File: src/rsc_pkg.sv
package rsc_pkg;

  // Stack geometry
  localparam int STACK_DEPTH = 20;
  localparam int CNT_W       = $clog2(STACK_DEPTH + 1);
  localparam int ADDR_W      = $clog2(STACK_DEPTH);

  // Field widths
  localparam int CMD_W       = 3;
  localparam int Q_W         = 32;
  localparam int FRAC_W      = 16;
  localparam int DEPTH_OUT_W = 5;

  // Divider geometry: |a| << 16 plus half the divisor
  localparam int DIV_NUM_W = Q_W + FRAC_W;
  localparam int DIV_DEN_W = Q_W;
  localparam int DIV_CNT_W = $clog2(DIV_NUM_W + 1);

  // Command codes
  localparam logic [CMD_W-1:0] CMD_PUSH = 3'd0;
  localparam logic [CMD_W-1:0] CMD_POP  = 3'd1;
  localparam logic [CMD_W-1:0] CMD_ADD  = 3'd2;
  localparam logic [CMD_W-1:0] CMD_SUB  = 3'd3;
  localparam logic [CMD_W-1:0] CMD_MUL  = 3'd4;
  localparam logic [CMD_W-1:0] CMD_DIV  = 3'd5;

  // Q16.16 range limits
  localparam logic signed [Q_W-1:0] Q_MAX = 32'sh7FFFFFFF;
  localparam logic signed [Q_W-1:0] Q_MIN = 32'sh80000000;

  typedef struct packed {
    logic [CMD_W-1:0]        command;
    logic signed [Q_W-1:0]   operand_value;
  } in_t;

  typedef struct packed {
    logic signed [Q_W-1:0]   result_value;
    logic [DEPTH_OUT_W-1:0]  stack_depth;
    logic                    overflow_flag;
    logic                    underflow_flag;
    logic                    divide_by_zero_flag;
    logic                    saturated_flag;
  } out_t;

  // Controller to datapath
  typedef struct packed {
    logic load_in;
    logic do_push;
    logic do_pop;
    logic latch_a;
    logic latch_b;
    logic start_op;
    logic write_back;
    logic load_out;
  } ctrl_cmd_t;

  // Datapath to controller
  typedef struct packed {
    logic [CMD_W-1:0] cmd;
    logic             op_done;
  } dp_status_t;

endpackage

File: src/rsc_divider.sv
module rsc_divider (
  input  logic                          clk,
  input  logic                          rst_n,
  input  logic                          start,
  input  logic [rsc_pkg::DIV_NUM_W-1:0] dividend,
  input  logic [rsc_pkg::DIV_DEN_W-1:0] divisor,
  output logic                          busy,
  output logic [rsc_pkg::DIV_NUM_W-1:0] quotient
);
  import rsc_pkg::*;

  logic                 busy_r, busy_nxt;
  logic [DIV_CNT_W-1:0] cnt_r, cnt_nxt;
  logic [DIV_NUM_W-1:0] quo_r;
  logic [DIV_DEN_W-1:0] rem_r, rem_nxt;
  logic [DIV_DEN_W-1:0] den_r;
  logic [DIV_DEN_W:0]   shifted;
  logic [DIV_DEN_W:0]   diff;
  logic                 ge;

  // One restoring step: bring down the next dividend bit, subtract if it fits
  always_comb begin
    shifted = {rem_r, quo_r[DIV_NUM_W-1]};
    diff    = shifted - {1'b0, den_r};
    ge      = shifted >= {1'b0, den_r};
    rem_nxt = ge ? diff[DIV_DEN_W-1:0] : shifted[DIV_DEN_W-1:0];
  end

  // Iteration count and busy flag
  always_comb begin
    busy_nxt = busy_r;
    cnt_nxt  = cnt_r;
    if (start) begin
      busy_nxt = 1'b1;
      cnt_nxt  = DIV_CNT_W'(DIV_NUM_W);
    end else if (busy_r) begin
      cnt_nxt = cnt_r - DIV_CNT_W'(1);
      if (cnt_r == DIV_CNT_W'(1)) begin
        busy_nxt = 1'b0;
      end
    end
  end

  always_ff @(posedge clk) begin
    if (!rst_n) begin
      busy_r <= 1'b0;
      cnt_r  <= '0;
    end else begin
      busy_r <= busy_nxt;
      cnt_r  <= cnt_nxt;
    end
  end

  // Quotient shifts in from the bottom as dividend bits leave the top
  always_ff @(posedge clk) begin
    if (start) begin
      quo_r <= dividend;
      rem_r <= '0;
      den_r <= divisor;
    end else if (busy_r) begin
      quo_r <= {quo_r[DIV_NUM_W-2:0], ge};
      rem_r <= rem_nxt;
    end
  end

  assign busy     = busy_r;
  assign quotient = quo_r;

endmodule

File: src/rsc_datapath.sv
module rsc_datapath (
  input  logic                clk,
  input  logic                rst_n,
  input  rsc_pkg::ctrl_cmd_t  cmd,
  input  rsc_pkg::in_t        in_data,
  output rsc_pkg::out_t       out_data,
  output rsc_pkg::dp_status_t status
);
  import rsc_pkg::*;

  localparam logic signed [2*Q_W-1:0] MUL_HI   = 64'sh000000007FFFFFFF;
  localparam logic signed [2*Q_W-1:0] MUL_LO   = 64'shFFFFFFFF80000000;
  localparam logic signed [2*Q_W-1:0] MUL_HALF = 64'sh0000000000008000;

  // Stack storage and depth
  logic [Q_W-1:0]    stack_mem_r [STACK_DEPTH];
  logic [CNT_W-1:0]  count_r, count_nxt;
  logic [Q_W-1:0]    mem_rd_r;
  logic              rd_ok_r;

  // Request and operand registers
  logic [CMD_W-1:0]        cmd_code_r;
  logic signed [Q_W-1:0]   val_r;
  logic signed [Q_W-1:0]   a_r, b_r;
  logic signed [2*Q_W-1:0] prod_r;
  logic signed [Q_W-1:0]   res_r;
  logic                    over_r, under_r, dz_r, sat_r;
  out_t                    out_r;

  logic                    not_full, not_empty;
  logic [CNT_W-1:0]        cnt_m1;
  logic [ADDR_W-1:0]       wr_addr, rd_addr;
  logic                    wr_en;
  logic [Q_W-1:0]          wr_data;
  logic signed [Q_W-1:0]   pop_val;

  logic signed [2*Q_W-1:0] prod_full;
  logic signed [Q_W:0]     sum33;
  logic signed [2*Q_W-1:0] mul_rnd, mul_sh;
  logic [Q_W-1:0]          abs_a, abs_b;
  logic [DIV_NUM_W-1:0]    div_num, quot, neg_q;
  logic                    div_start, div_busy;
  logic signed [Q_W-1:0]   calc_res;
  logic                    calc_sat, calc_dz;

  // Stack pointers
  always_comb begin
    not_full  = count_r < CNT_W'(STACK_DEPTH);
    not_empty = count_r != '0;
    cnt_m1    = count_r - CNT_W'(1);
    wr_addr   = count_r[ADDR_W-1:0];
    rd_addr   = cnt_m1[ADDR_W-1:0];
    pop_val   = rd_ok_r ? mem_rd_r : '0;
  end

  // Write port: a pushed value or a computed result
  always_comb begin
    wr_en   = 1'b0;
    wr_data = val_r;
    if (cmd.do_push && not_full) begin
      wr_en = 1'b1;
    end else if (cmd.write_back && not_full) begin
      wr_en   = 1'b1;
      wr_data = calc_res;
    end
  end

  // Depth follows writes and successful pops
  always_comb begin
    count_nxt = count_r;
    if (wr_en) begin
      count_nxt = count_r + CNT_W'(1);
    end else if (cmd.do_pop && not_empty) begin
      count_nxt = cnt_m1;
    end
  end

  always_ff @(posedge clk) begin
    if (!rst_n) begin
      count_r <= '0;
    end else begin
      count_r <= count_nxt;
    end
  end

  // Stack memory, registered read
  always_ff @(posedge clk) begin
    if (wr_en) begin
      stack_mem_r[wr_addr] <= wr_data;
    end
    if (cmd.do_pop && not_empty) begin
      mem_rd_r <= stack_mem_r[rd_addr];
    end
  end

  // Multiplier feeds a register before rounding
  assign prod_full = a_r * b_r;

  // Divider operands: magnitudes, dividend pre-biased by half the divisor
  always_comb begin
    abs_a     = a_r[Q_W-1] ? (Q_W'(0) - a_r) : a_r;
    abs_b     = b_r[Q_W-1] ? (Q_W'(0) - b_r) : b_r;
    div_num   = {abs_a, FRAC_W'(0)} + DIV_NUM_W'(abs_b >> 1);
    div_start = cmd.start_op && (cmd_code_r == CMD_DIV);
  end

  rsc_divider u_divider (
    .clk      (clk),
    .rst_n    (rst_n),
    .start    (div_start),
    .dividend (div_num),
    .divisor  (abs_b),
    .busy     (div_busy),
    .quotient (quot)
  );

  // Final result per arithmetic command, clamped to Q16.16
  always_comb begin
    sum33    = (cmd_code_r == CMD_SUB) ? ({a_r[Q_W-1], a_r} - {b_r[Q_W-1], b_r})
                                       : ({a_r[Q_W-1], a_r} + {b_r[Q_W-1], b_r});
    mul_rnd  = prod_r + MUL_HALF;
    mul_sh   = mul_rnd >>> FRAC_W;
    neg_q    = DIV_NUM_W'(0) - quot;
    calc_res = '0;
    calc_sat = 1'b0;
    calc_dz  = 1'b0;
    unique case (cmd_code_r) inside
      CMD_ADD, CMD_SUB: begin
        if (sum33[Q_W] != sum33[Q_W-1]) begin
          calc_sat = 1'b1;
          calc_res = sum33[Q_W] ? Q_MIN : Q_MAX;
        end else begin
          calc_res = sum33[Q_W-1:0];
        end
      end
      CMD_MUL: begin
        if (mul_sh > MUL_HI) begin
          calc_sat = 1'b1;
          calc_res = Q_MAX;
        end else if (mul_sh < MUL_LO) begin
          calc_sat = 1'b1;
          calc_res = Q_MIN;
        end else begin
          calc_res = mul_sh[Q_W-1:0];
        end
      end
      CMD_DIV: begin
        if (b_r == '0) begin
          // zero divisor: saturate by dividend sign, zero over zero is zero
          calc_dz = 1'b1;
          if (a_r > 0) begin
            calc_sat = 1'b1;
            calc_res = Q_MAX;
          end else if (a_r < 0) begin
            calc_sat = 1'b1;
            calc_res = Q_MIN;
          end
        end else if (a_r[Q_W-1] ^ b_r[Q_W-1]) begin
          if (quot > DIV_NUM_W'(48'h80000000)) begin
            calc_sat = 1'b1;
            calc_res = Q_MIN;
          end else begin
            calc_res = neg_q[Q_W-1:0];
          end
        end else begin
          if (quot > DIV_NUM_W'(48'h7FFFFFFF)) begin
            calc_sat = 1'b1;
            calc_res = Q_MAX;
          end else begin
            calc_res = quot[Q_W-1:0];
          end
        end
      end
      default: calc_res = '0;
    endcase
  end

  // Request, operand and flag registers
  always_ff @(posedge clk) begin
    if (cmd.load_in) begin
      cmd_code_r <= in_data.command;
      val_r      <= in_data.operand_value;
      res_r      <= '0;
      over_r     <= 1'b0;
      under_r    <= 1'b0;
      dz_r       <= 1'b0;
      sat_r      <= 1'b0;
    end
    if (cmd.do_push) begin
      if (not_full) begin
        res_r <= val_r;
      end else begin
        over_r <= 1'b1;
      end
    end
    if (cmd.do_pop) begin
      rd_ok_r <= not_empty;
      if (!not_empty) begin
        under_r <= 1'b1;
      end
    end
    if (cmd.latch_a) begin
      a_r   <= pop_val;
      res_r <= pop_val;
    end
    if (cmd.latch_b) begin
      b_r <= pop_val;
    end
    if (cmd.start_op) begin
      prod_r <= prod_full;
    end
    if (cmd.write_back) begin
      res_r <= calc_res;
      sat_r <= calc_sat;
      dz_r  <= calc_dz;
    end
  end

  // Output register
  always_ff @(posedge clk) begin
    if (cmd.load_out) begin
      out_r.result_value        <= res_r;
      out_r.stack_depth         <= DEPTH_OUT_W'(count_r);
      out_r.overflow_flag       <= over_r;
      out_r.underflow_flag      <= under_r;
      out_r.divide_by_zero_flag <= dz_r;
      out_r.saturated_flag      <= sat_r;
    end
  end

  assign out_data       = out_r;
  assign status.cmd     = cmd_code_r;
  assign status.op_done = !div_busy;

endmodule

File: src/rsc_ctrl.sv
module rsc_ctrl (
  input  logic                clk,
  input  logic                rst_n,
  input  logic                in_valid,
  output logic                in_ready,
  output logic                out_valid,
  input  logic                out_ready,
  input  rsc_pkg::dp_status_t status,
  output rsc_pkg::ctrl_cmd_t  cmd
);
  import rsc_pkg::*;

  localparam logic [2:0] S_IDLE     = 3'd0;
  localparam logic [2:0] S_DECODE   = 3'd1;
  localparam logic [2:0] S_GET_A    = 3'd2;
  localparam logic [2:0] S_GET_B    = 3'd3;
  localparam logic [2:0] S_OP_START = 3'd4;
  localparam logic [2:0] S_OP_WAIT  = 3'd5;
  localparam logic [2:0] S_WB       = 3'd6;
  localparam logic [2:0] S_DONE     = 3'd7;

  logic [2:0] state_r, state_nxt;
  logic       out_valid_r, out_valid_nxt;

  // Sequencer
  always_comb begin
    state_nxt = state_r;
    cmd       = '0;
    unique case (state_r)
      S_IDLE: begin
        if (in_valid) begin
          cmd.load_in = 1'b1;
          state_nxt   = S_DECODE;
        end
      end
      S_DECODE: begin
        unique case (status.cmd) inside
          CMD_PUSH: begin
            cmd.do_push = 1'b1;
            state_nxt   = S_DONE;
          end
          CMD_POP, CMD_ADD, CMD_SUB, CMD_MUL, CMD_DIV: begin
            cmd.do_pop = 1'b1;
            state_nxt  = S_GET_A;
          end
          default: state_nxt = S_DONE;
        endcase
      end
      S_GET_A: begin
        cmd.latch_a = 1'b1;
        if (status.cmd == CMD_POP) begin
          state_nxt = S_DONE;
        end else begin
          cmd.do_pop = 1'b1;
          state_nxt  = S_GET_B;
        end
      end
      S_GET_B: begin
        cmd.latch_b = 1'b1;
        state_nxt   = S_OP_START;
      end
      S_OP_START: begin
        cmd.start_op = 1'b1;
        state_nxt    = S_OP_WAIT;
      end
      S_OP_WAIT: begin
        if (status.op_done) begin
          state_nxt = S_WB;
        end
      end
      S_WB: begin
        cmd.write_back = 1'b1;
        state_nxt      = S_DONE;
      end
      S_DONE: begin
        // hand over once the output register is free or being drained
        if (!out_valid_r || out_ready) begin
          cmd.load_out = 1'b1;
          state_nxt    = S_IDLE;
        end
      end
      default: state_nxt = S_IDLE;
    endcase
  end

  // Output request valid
  always_comb begin
    out_valid_nxt = out_valid_r;
    if (cmd.load_out) begin
      out_valid_nxt = 1'b1;
    end else if (out_ready) begin
      out_valid_nxt = 1'b0;
    end
  end

  always_ff @(posedge clk) begin
    if (!rst_n) begin
      state_r     <= S_IDLE;
      out_valid_r <= 1'b0;
    end else begin
      state_r     <= state_nxt;
      out_valid_r <= out_valid_nxt;
    end
  end

  assign in_ready  = (state_r == S_IDLE);
  assign out_valid = out_valid_r;

endmodule

File: src/rpn_stack_calculator.sv
// Channel  Ports                          Payload
// -------  -----------------------------  ------------------------------------
// in       in_valid, in_ready, in_data    command, operand_value
// out      out_valid, out_ready, out_data result_value, stack_depth, flags
//
// One request at a time; push is quickest, then pop, then add/sub/mul, and divide
// is slowest: its wait is set by the restoring divider, one quotient bit per
// cycle over 48 bits. The stack is a 20-entry memory with a registered read.
// rst_n is synchronous and empties the stack; no clearing pass is needed.
// A finished result waits in the output register while the next request runs.
module rpn_stack_calculator (
  input  logic          clk,
  input  logic          rst_n,
  input  logic          in_valid,
  output logic          in_ready,
  input  rsc_pkg::in_t  in_data,
  output logic          out_valid,
  input  logic          out_ready,
  output rsc_pkg::out_t out_data
);
  import rsc_pkg::*;

  ctrl_cmd_t  ctrl_cmd;
  dp_status_t dp_status;

  rsc_ctrl u_ctrl (
    .clk       (clk),
    .rst_n     (rst_n),
    .in_valid  (in_valid),
    .in_ready  (in_ready),
    .out_valid (out_valid),
    .out_ready (out_ready),
    .status    (dp_status),
    .cmd       (ctrl_cmd)
  );

  rsc_datapath u_datapath (
    .clk      (clk),
    .rst_n    (rst_n),
    .cmd      (ctrl_cmd),
    .in_data  (in_data),
    .out_data (out_data),
    .status   (dp_status)
  );

endmodule

File: config.mk
export PLATFORM = sky130hd
export DESIGN_NAME = rpn_stack_calculator
export DESIGN_NICKNAME = d
export VERILOG_FILES = /design/src/rsc_pkg.sv /design/src/rsc_divider.sv /design/src/rsc_datapath.sv /design/src/rsc_ctrl.sv /design/src/rpn_stack_calculator.sv
export SDC_FILE = /design/constraint.sdc
export NUM_CORES = 2
export LEC_CHECK = 0
export BUFFER_PORTS_ARGS = -buffer_cell sky130_fd_sc_hd__clkbuf_2
export CAP_MARGIN = 20
export CORE_ASPECT_RATIO = 1.2
export CORE_MARGIN = 4
export CORE_UTILIZATION = 30
export DETAILED_ROUTE_END_ITERATION = 7
export SYNTH_ARGS = -nofsm -noshare
export SYNTH_HDL_FRONTEND = slang
export SYNTH_SLANG_ARGS = --single-unit
File: constraint.sdc
create_clock -name clk -period 15.1 [get_ports clk]
set_input_delay 1.51 -clock clk [delete_from_list [all_inputs] [get_ports clk]]
set_output_delay 1.51 -clock clk [all_outputs]
set_load 0.05 [all_outputs]
==> out/results.md <==
## Die
* **number of top-level pins** 82
* **starting utilization of the core area** 30.1%
* **Die Wd** 491 um
* **Core Rows** 212
* **die extent in y** 587 um
* **placeable core region** 0.278 mm^2
* **die outline area** 0.288 mm^2

## Finish
* **share of final-layout standard cells stronger than drive strength 1** 9.62%
* **sequential standard cell area** 0.0300 mm^2
* **core utilization of the finished layout** 33.1%
* **fillers** 27526
* **area of the multi-input gates** 0.0484 mm^2
* **Layout area overhead** 9.76%
* **net total in the final layout** 8623

## Yosys
* **sequential element share of the synthesized area** 35.7%
* **Yosys reg bits** 1026
* **cell types with the largest area share after synthesis** edfxtp_1, fa_1, mux4_2, inv_1, and2_1
* **net count after synthesis** 8702
* **leading cell type by number of instances after synthesis** inv_1
* **average instance area after synthesis** 11.5 um^2
* **number of flops mapped to enable cells by yosys** 944
* **leading register cell type out of synthesis** edfxtp_1
* **synth unique cells** 92
* **library cell with the largest summed area after synthesis** edfxtp_1
* **YS warnings** 0
* **Post-Syn Instances** 7305
* **list of most frequent post-synthesis cells** inv_1, fa_1, edfxtp_1, nand2_1, and2_1
* **fraction of registers with async set or reset after synthesis** 0%
* **top cell type's share of synthesized area** 33.8%
* **post-synth design cell area** 0.0839 mm^2

## Route
* **iteration count of the initial detailed-routing pass** 6
* **routed length per instance** 23.8 um
* **number of routed nets with antenna violations** 0
* **mean number of vias per cell** 5.12
* **Total Wirelength** 261000 um
* **total number of vias** 56074
* **number of DRC markers in iteration 0** 4987
* **DRC violations left** 0

## STA
* **Setup Total Neg Slack** 0 ps
* **time the final worst path needs with I/O delays and setup** 9560 ps
* **Hold Violations, Final** 0
* **number of max-slew violations in the final report** 0
* **worst relative slew slack** 25.6%
* **Final Worst Setup Slack** 5540 ps
* **Finish-stage setup viols** 0
* **Fin Hold WS** 435 ps
* **worst clock skew** 50.3 ps
* **slew of the pin with the lowest slew margin** 1110 ps
* **setup repair after global routing missed its margin** no
* **period utilization** 63.3%
* **highest clock frequency the design can meet** 105 MHz

## Job
* **maxcap violations** 0

## Global routing
* **global-route wire length before repair** 393000 um
* **vias in the first global route** 60755
* **largest net degree at the start of global routing** 87
* **overall global routing resource usage** 18.0%
* **remaining global-route overflow** 0
* **number of antenna violations at the first check in global routing** 14

## Worst setup path
* **startpoint class of the critical path** register
* **CP peak stage delay** 1040 ps
* **register-to-register path setup slack** 5540 ps
* **Critical Path Most Common Cell** fa_1
* **maximum fanout encountered on the critical timing path** 47
* **category of the worst setup path capture point** register
* **worst path buffer plus inverter count** 5
* **arrival time reported for the critical path endpoint** 9990 ps
* **Data required, critical path** 15530 ps
* **family with the most delay on the worst path** adder cells
* **slowest cell on the critical path** fa_1
* **Crit. Startpoint** u_datapath.a_r[31]$_DFFE_PP_
* **type of the setup path with the least slack** register to register
* **series of cell instances along the critical path** buf_4 > buf_4 > inv_1 > nor2_1 > ha_1 > fa_1 > fa_1 > fa_1 > inv_1 > fa_1 > inv_1 > fa_1 > fa_1 > fa_1 > ha_1 > a21o_1 > a21o_1 > a21oi_1 > o21ai_0 > a211oi_1 > o31ai_1 > a221oi_1 > xnor2_1
* **RR Startpoint** u_datapath.a_r[31]$_DFFE_PP_

## CTS
* **Clock Root Buffer** clkbuf_16
* **number of gates resized after cts** 0
* **clock buffer count from CTS** 98
* **CTS Sinks** 1026
* **CTS tree** yes
* **count of buffers added by post-CTS timing repair for setup** 0
* **Max clock buf depth** 3
* **CTS Hold Bufs** 0
* **Skew-Pair Late Insertion Delay** 730 ps
* **total number of H-tree levels** 3
* **clock slew at reported path FFs** 70 ps

## Worst hold path
* **path category of the worst min-delay check** register to register
* **Worst Hold Launch** u_datapath.res_r[31]$_DFF_P_

## Outcome
* **run status** finished clean

## Placement
* **routability cong.** 0.947
* **detailed placer's ending HPWL** 186000 um
* **input/output buffers** 81
* **worst slack at placement** 5700 ps

[path summary, 6_finish.rpt]
check / end / cells after the start
min reg2reg: u_datapath.out_data[40]$_DFFE_PP_ / 0
min: u_datapath.out_data[40]$_DFFE_PP_ / 0
max reg2reg: u_datapath.prod_r[63]$_DFFE_PP_ / 23
max: u_datapath.prod_r[63]$_DFFE_PP_ / 23
[cell families after synthesis]
| group | Yosys count | synth area share, % |
|---|---|---|
| mux | 240 | 5.78 |
| xor+xnor | 291 | 3.04 |
| simple gates | 2043 | 12.1 |
| compound gates | 830 | 6.48 |
| buf+inv | 1514 | 6.82 |
| flops | 1026 | 35.7 |
| fa+ha+maj | 1361 | 30.0 |
[state kept, by name, indices dropped and copies added, names as in the netlist, 3 cells and up]
signal,flops
u_datapath.u_divider.cnt_r,6
u_ctrl.state_r,3
u_datapath.u_divider.den_r,32
u_datapath.u_divider.quotient,48
u_datapath.stack_mem_r,640
u_datapath.cmd_code_r,3
u_datapath.val_r,32
u_datapath.res_r,32
u_datapath.mem_rd_r,32
u_datapath.u_divider.rem_r,32
u_datapath.a_r,32
u_datapath.count_r,5
u_datapath.b_r,32
u_datapath.out_data,41
u_datapath.prod_r,49
[worst register-to-register path, stage by stage (launching register included)]
cell,delay (ps)
edfxtp_1,320
buf_4,340
buf_4,520
inv_1,350
nor2_1,270
ha_1,330
fa_1,610
fa_1,720
fa_1,1060
inv_1,430
fa_1,600
inv_1,60
fa_1,550
fa_1,430
fa_1,470
ha_1,370
a21o_1,200
a21o_1,170
a21oi_1,260
o21ai_0,160
a211oi_1,340
o31ai_1,220
a221oi_1,410
xnor2_1,110
[area by class of cell]
class | instances | area share (%)
Multi-Input combinational cell | 4765 | 52.6
Clock inverter | 70 | 0.929
Clock buffer | 112 | 2.73
Tap cell | 3638 | 4.94
Inverter | 1098 | 4.48
Antenna cell | 7 | 0.0190
Sequential cell | 1026 | 32.6
Timing Repair Buffer | 237 | 1.71
[per-stage QoR]
step | instances | instance area (um^2)
floorplan | 7305 | 83900
global placement | 10760 | 88700
detailed placement | 10760 | 88700
CTS | 10942 | 92000
global route | 10946 | 92100
finish | 10953 | 92100
[layer usage]
metal / GRT usage, % / wire length [um] / vias to the layer above
li1: - / - / 24008
met1: 22.0 / 97700 / 29322
met2: 31.7 / 131000 / 2205
met3: 2.53 / 18300 / 535
met4: 7.98 / 13400 / 4
met5: 0 / 31 / -
[layout by cell type, fill, tap and decap left out, drive strengths merged, types with 12 or more instances in the layout]
cell type / synthesis / routed
dfxtp: 82 / 82
bufinv: 0 / 14
ha: 274 / 274
mux4: 192 / 192
o221ai: 25 / 25
or2: 18 / 18
or3: 34 / 34
nand2: 799 / 799
nand4: 50 / 50
nor2b: 33 / 33
a21o: 81 / 81
o21a: 21 / 21
or4: 22 / 22
a31oi: 31 / 31
o41ai: 12 / 12
nand2b: 47 / 47
o31ai: 26 / 26
clkbuf: 358 / 194
edfxtp: 944 / 944
nor4: 30 / 30
nor3: 69 / 69
clkinv: 1 / 47
o22ai: 14 / 14
o21ai: 175 / 175
nand3: 86 / 86
mux2i: 12 / 12
mux2: 36 / 36
inv: 1097 / 1103
and3: 35 / 35
and2: 554 / 554
xnor2: 192 / 192
xor2: 99 / 99
buf: 58 / 155
a211oi: 60 / 60
a21boi: 15 / 15
fa: 1084 / 1084
nor2: 232 / 232
a21oi: 241 / 241
o211ai: 25 / 25
Power is left out: the tool's default activity adds up to more than one toggle a clock period on the data nets, which glitch-free logic cannot reach.
